**src/design/pntf_tok_mem.sv**
```systemverilog
// ----------------------------------------------------------------------------
// pntf_tok_mem: token count memory.
// One write port and one read port, read data registered.
// ----------------------------------------------------------------------------
module pntf_tok_mem #(
  parameter int NP = 64,
  parameter int AW = 6
) (
  input  logic               clk,
  input  logic               we,
  input  logic [AW-1:0]      waddr,
  input  logic signed [15:0] wdata,
  input  logic [AW-1:0]      raddr,
  output logic signed [15:0] rdata
);

  logic signed [15:0] mem [NP];

  always_ff @(posedge clk) begin
    if (we) mem[waddr] <= wdata;
    rdata <= mem[raddr];
  end

endmodule

```
**config.mk**
```make
export PLATFORM = sky130hd
export DESIGN_NAME = pntf_tok_mem
export DESIGN_NICKNAME = d
export VERILOG_FILES = /design/src/design/pntf_tok_mem.sv
export SDC_FILE = /design/constraint.sdc
export NUM_CORES = 1
export LEC_CHECK = 0
export BUFFER_PORTS_ARGS = -buffer_cell sky130_fd_sc_hd__buf_2
export CELL_PAD_IN_SITES_DETAIL_PLACEMENT = 1
export CELL_PAD_IN_SITES_GLOBAL_PLACEMENT = 2
export CORE_ASPECT_RATIO = 0.6
export CORE_UTILIZATION = 48
export DETAILED_ROUTE_END_ITERATION = 8
export GPL_TIMING_DRIVEN = 0
export PLACE_DENSITY = 0.71
export SLEW_MARGIN = 10
export SYNTH_ARGS = -nofsm -noshare
export SYNTH_HDL_FRONTEND = slang
export SYNTH_SLANG_ARGS = --single-unit
```
**constraint.sdc**
```tcl
create_clock -name clk -period 6.7 [get_ports clk]
set_input_delay 0.67 -clock clk [delete_from_list [all_inputs] [get_ports clk]]
set_output_delay 0.67 -clock clk [all_outputs]
set_load 0.01 [all_outputs]
```
## Word level (Yosys, flattened, before mapping)

Memories as Yosys holds them, arrays and structs flattened. A register that Yosys moved wholly into a read port is not among the register bits.
Cells that the tools add are included.

- Mux-type cells: 2

Operators by type and width:

| kind | number |
|---|---|
| 1-bit two-way mux | 2 |

- Bits in registers: 0
- RAM bits: 1024
- Input bits: 30
- Output and inout port bits: 16
- Word-level logic and storage cells: 3
- Memories kept: 1

Memory list:

| memory | depth | bits a word | read ports | clocked after memory_dff | wr ports | RTL line | text |
|---|---|---|---|---|---|---|---|
| mem | 64 | 16 | 1 | 1 | 1 | 17 | `logic signed [15:0] mem [NP];` |

## Depth between registers and ports, before layout

- Word-level depth: 2
- Mapped depth: 10

## Least setup slack after synthesis

Ideal clock, no wire load.

- Kind: input to register
- Start: input waddr[3]
- End: memory mem[48][0] (enable)
- Library setup time: 409 ps
- Arrival time: 2296 ps
- Data required time: 6291 ps
- Slack: 3995 ps
- Stages: 4
- Buffers on the path: 1
- Cell sequence: clkbuf_1 nor2b_1 nand4b_1 nor3_1

RTL lines:

| item | RTL line | text |
|---|---|---|
| from (decl) | 11 | `input logic [AW-1:0] waddr,` |
| to (decl) | 17 |  |

No word-level cell before the write port.

==> flow_metrics.env <==
export IMPL_globalRoute_totalOverflow=0
export IMPL_finalCritPeriodShare_pct=49.02
export IMPL_cts_root_to_sink_buffers=3
export IMPL_critPathSlowestCell="sky130_fd_sc_hd__mux2i_1"
export IMPL_placedCellCount=3013
export IMPL_drtAntennaViolNets=0
export IMPL_synth_main_ff_cell="sky130_fd_sc_hd__edfxtp_1"
export IMPL_ys_ff_latch=1040
export IMPL_finalNetCount=2061
export IMPL_syn_instance_count=1829
export IMPL_syn_area_per_cell_um2=21.89
export IMPL_rr_worst_depth=5
export IMPL_drt_drc_violations_left=0
export IMPL_vias=20268
export IMPL_synthToLayoutAreaGrowth_pct=14.65
export IMPL_dieArea_mm2=0.08462
export IMPL_min_delay_path_class="primary input to flop"
export IMPL_max_cap_viol_count=0
export IMPL_grt_max_degree=65
export IMPL_dp_final_hpwl_um=75440
export IMPL_stdcell_area_mm2=0.04591
export IMPL_critical_path_n_buffers_inverters=3
export IMPL_worst_endpoint_arrival_ns=3.79
export IMPL_powerDensity_mw_per_mm2=293.3
export IMPL_crit_family="multiplexers"
export IMPL_fin_worst_skew_ns=0.02156
export IMPL_die_outline_width_um=374.9
export IMPL_cts_buffers_inserted=95
export IMPL_synth_distinct_cells=43
export IMPL_period_needed_ns=3.284
export IMPL_crit_path_max_fanout=10
export IMPL_post_syn_area_mm2=0.04004
export IMPL_place_worst_setup_slack_ns=2.906
export IMPL_clkSlewWorstSetupHoldPaths_ns=0.06
export IMPL_vias_per_cell=6.362
export IMPL_hp_start="wdata[9]"
export IMPL_post_cts_resize_count=0
export IMPL_number_of_antenna_violations_at_the_first_check_in_global_routing=6
export IMPL_gp_routability_congestion=0.8460
export IMPL_grt_setup_unrepaired="false"
export IMPL_ios=46
export IMPL_grt_pass1_vias=19968
export IMPL_timing_final_hold_violations=0
export IMPL_setup_viol=0
export IMPL_async_flop_share_pct=0
export IMPL_tritoncts="yes"
export IMPL_timing_worst_slew_pin_value_ns=1.195
export IMPL_capturing_point_of_the_worst_reg2reg_path="rdata[3]"
export IMPL_stdcell_count=3186
export IMPL_synth_seq_area_share_pct=77.59
export IMPL_maxSlewHeadroom_pct=20.33
export IMPL_timing_worst_setup_path_type="primary input to flop"
export IMPL_detailed_place_area_mm2=0.04283
export IMPL_placeableCoreArea_mm2=0.08199
export IMPL_hold_buffer_count_at_cts=0
export IMPL_worstSetupStartpoint="raddr[2]"
export IMPL_clkSinkCount=1040
export IMPL_synthesis_yosys_warnings=0
export IMPL_place_port_buffers=38
export IMPL_critPathCaptureType="flop"
export IMPL_number_of_detailed_route_iterations_in_the_first_pass=5
export IMPL_cts_max_level=3
export IMPL_critPathMostFrequentCell="sky130_fd_sc_hd__buf_2"
export IMPL_routed_wirelength_um=113700
export IMPL_timing_critical_path_cells="buf_2 > buf_4 > buf_2 > mux4_2 > mux2i_1 > a22oi_1 > a31oi_1 > a311oi_1"
export IMPL_hold_worst_slack_ns=0.2417
export IMPL_syn_num_nets=1859
export IMPL_required_time_of_the_critical_path_ns=7.20
export IMPL_leakagePower_nw=14.50
export IMPL_max_stage_delay_ns=0.72
export IMPL_whs_path_depth=1
export IMPL_clockRootBuffer="sky130_fd_sc_hd__clkbuf_16"
export IMPL_fraction_of_layout_cells_with_a_size_suffix_above_1_pct=30.06
export IMPL_critPathLaunchType="primary input"
export IMPL_outcome="complete, no violations"
export IMPL_final_max_slew_violation_count=0
export IMPL_clk_insertion_delay_late_ns=0.68
export IMPL_die_h_um=225.7
export IMPL_setup_tns_ns=0
export IMPL_total_number_of_placement_rows=81
export IMPL_worst_r2r_startpoint="mem[23][3]"
export IMPL_grt_first_pass_wirelength_um=157300
export IMPL_initial_utilization_pct=48.84
export IMPL_post_route_worst_setup_slack_ns=3.416
export IMPL_fmax_mhz=304.5
export IMPL_drt_iter0_markers=3214
export IMPL_globalRouteTotalUtil_pct=27.27
export IMPL_hold_path_endpoint="mem[7][9]"
export IMPL_peakVddDrop_uv=242.9
export IMPL_worst_r2r_setup_slack_ns=3.98
export IMPL_avgRoutedWirePerCell_um=35.67
export IMPL_post_cts_setup_inserts=0
export IMPL_synth_enable_flop_cells=1024
[cell type report]
type,instances,area [um^2]
diodes,1,2.502
plain buffers,104,733.2
clock buffers,126,2576
clock inverters,46,480.5
fillers,6887,36080
multi-input cells,685,8404
flip-flops and latches,1040,31070
well taps,1079,1350
repair buffers,105,1294
[sequential cells by signal, indices dropped and copies added, names as in the netlist]
name / count
rdata: 16
mem: 1024
[cells in the mapped netlist, types with 5 or more instances]
master                     count  area share (%)
sky130_fd_sc_hd__clkbuf_1     24            0.22
sky130_fd_sc_hd__a211oi_1      8            0.15
sky130_fd_sc_hd__a311oi_1      8            0.17
sky130_fd_sc_hd__buf_2        36            0.45
sky130_fd_sc_hd__a211o_1       8            0.17
sky130_fd_sc_hd__nand4_1      12            0.19
sky130_fd_sc_hd__a221oi_1     16            0.35
sky130_fd_sc_hd__a21oi_1      17            0.21
sky130_fd_sc_hd__a22o_1        6            0.13
sky130_fd_sc_hd__nand3_1      24            0.30
sky130_fd_sc_hd__mux4_2      220              12
sky130_fd_sc_hd__buf_4        13            0.24
sky130_fd_sc_hd__a31oi_1       8            0.12
sky130_fd_sc_hd__a221o_1       6            0.15
sky130_fd_sc_hd__nor2_1       72            0.67
sky130_fd_sc_hd__mux2_2       27            0.76
sky130_fd_sc_hd__o21ai_0       5           0.062
sky130_fd_sc_hd__nand2_1      59            0.55
sky130_fd_sc_hd__mux2i_1      85             2.1
sky130_fd_sc_hd__edfxtp_1   1024              77
sky130_fd_sc_hd__a22oi_1      39            0.73
sky130_fd_sc_hd__buf_6        17            0.48
sky130_fd_sc_hd__and4_1        5            0.11
sky130_fd_sc_hd__buf_12        5            0.25
sky130_fd_sc_hd__nor2b_1      30            0.47
sky130_fd_sc_hd__a41oi_1       5            0.11
sky130_fd_sc_hd__dfxtp_1      16            0.80
[kinds of logic after synthesis]
logic type	synth area share [%]
DFF	77.59
AOI/OAI and AO/OA	2.409
buffers and inverters	1.831
muxes	15.52
and+or+nand+nor	2.647
[routing by layer]
layer  wire (um)  track usage (%)  vias to the layer above  part of all wire, %
met5           0                0                        -                    0
met4        1837            5.420                        0                  1.6
met3       12540            7.654                      108                   11
met2       46850            36.80                     1064                   41
met1       52420            43.96                    11020                   46
li1            -                -                     8076                    -
[worst max-delay path by stage]
stage                 endpoint  depth (start not counted)  slack [ns]
global route          rdata[3]                          8        3.51
global placement    mem[48][9]                          3        2.36
detailed placement    rdata[3]                          8        2.91
floorplan           mem[48][0]                          4        4.00
CTS                   rdata[3]                          8        3.64
finish                rdata[3]                          8        3.42
[worst register-to-register path: stages (launching register included)]
cell	delay (ns)
sky130_fd_sc_hd__edfxtp_1	0.37
sky130_fd_sc_hd__mux4_2	0.50
sky130_fd_sc_hd__mux2i_1	0.76
sky130_fd_sc_hd__a22oi_1	0.21
sky130_fd_sc_hd__a31oi_1	0.60
sky130_fd_sc_hd__a311oi_1	0.12
[through the flow]
step                      utilization [%]  total power [W]
after detailed placement            52.24         0.008130
final                               56.00          0.01347
after global placement              50.72         0.008092
after CTS                           55.96          0.01353
after global routing                55.99          0.01376
after floorplan                         -         0.007731
[layout by cell type (no fill, tap or decap), drive strengths merged, types with 10 or more instances in the layout]
master	Yosys	layout
mux2i	85	85
a21oi	17	17
a22oi	39	39
clkinv	0	32
nand4	12	12
edfxtp	1024	1024
clkbuf	27	153
buf	77	182
mux2	27	27
bufinv	0	10
mux4	224	224
a221oi	16	16
nand2	60	60
nor2b	30	30
dfxtp	16	16
nor2	74	74
nand3	24	24
[report_power, final]
part	switching [W]	total (W)	internal [W]	leakage, nW
sequential	0.0000137	0.00721	0.00720	9.35
clock	0.00238	0.00547	0.00308	1.49
combinational	0.000527	0.000783	0.000256	3.67
Power figures use the tool's default switching activity.
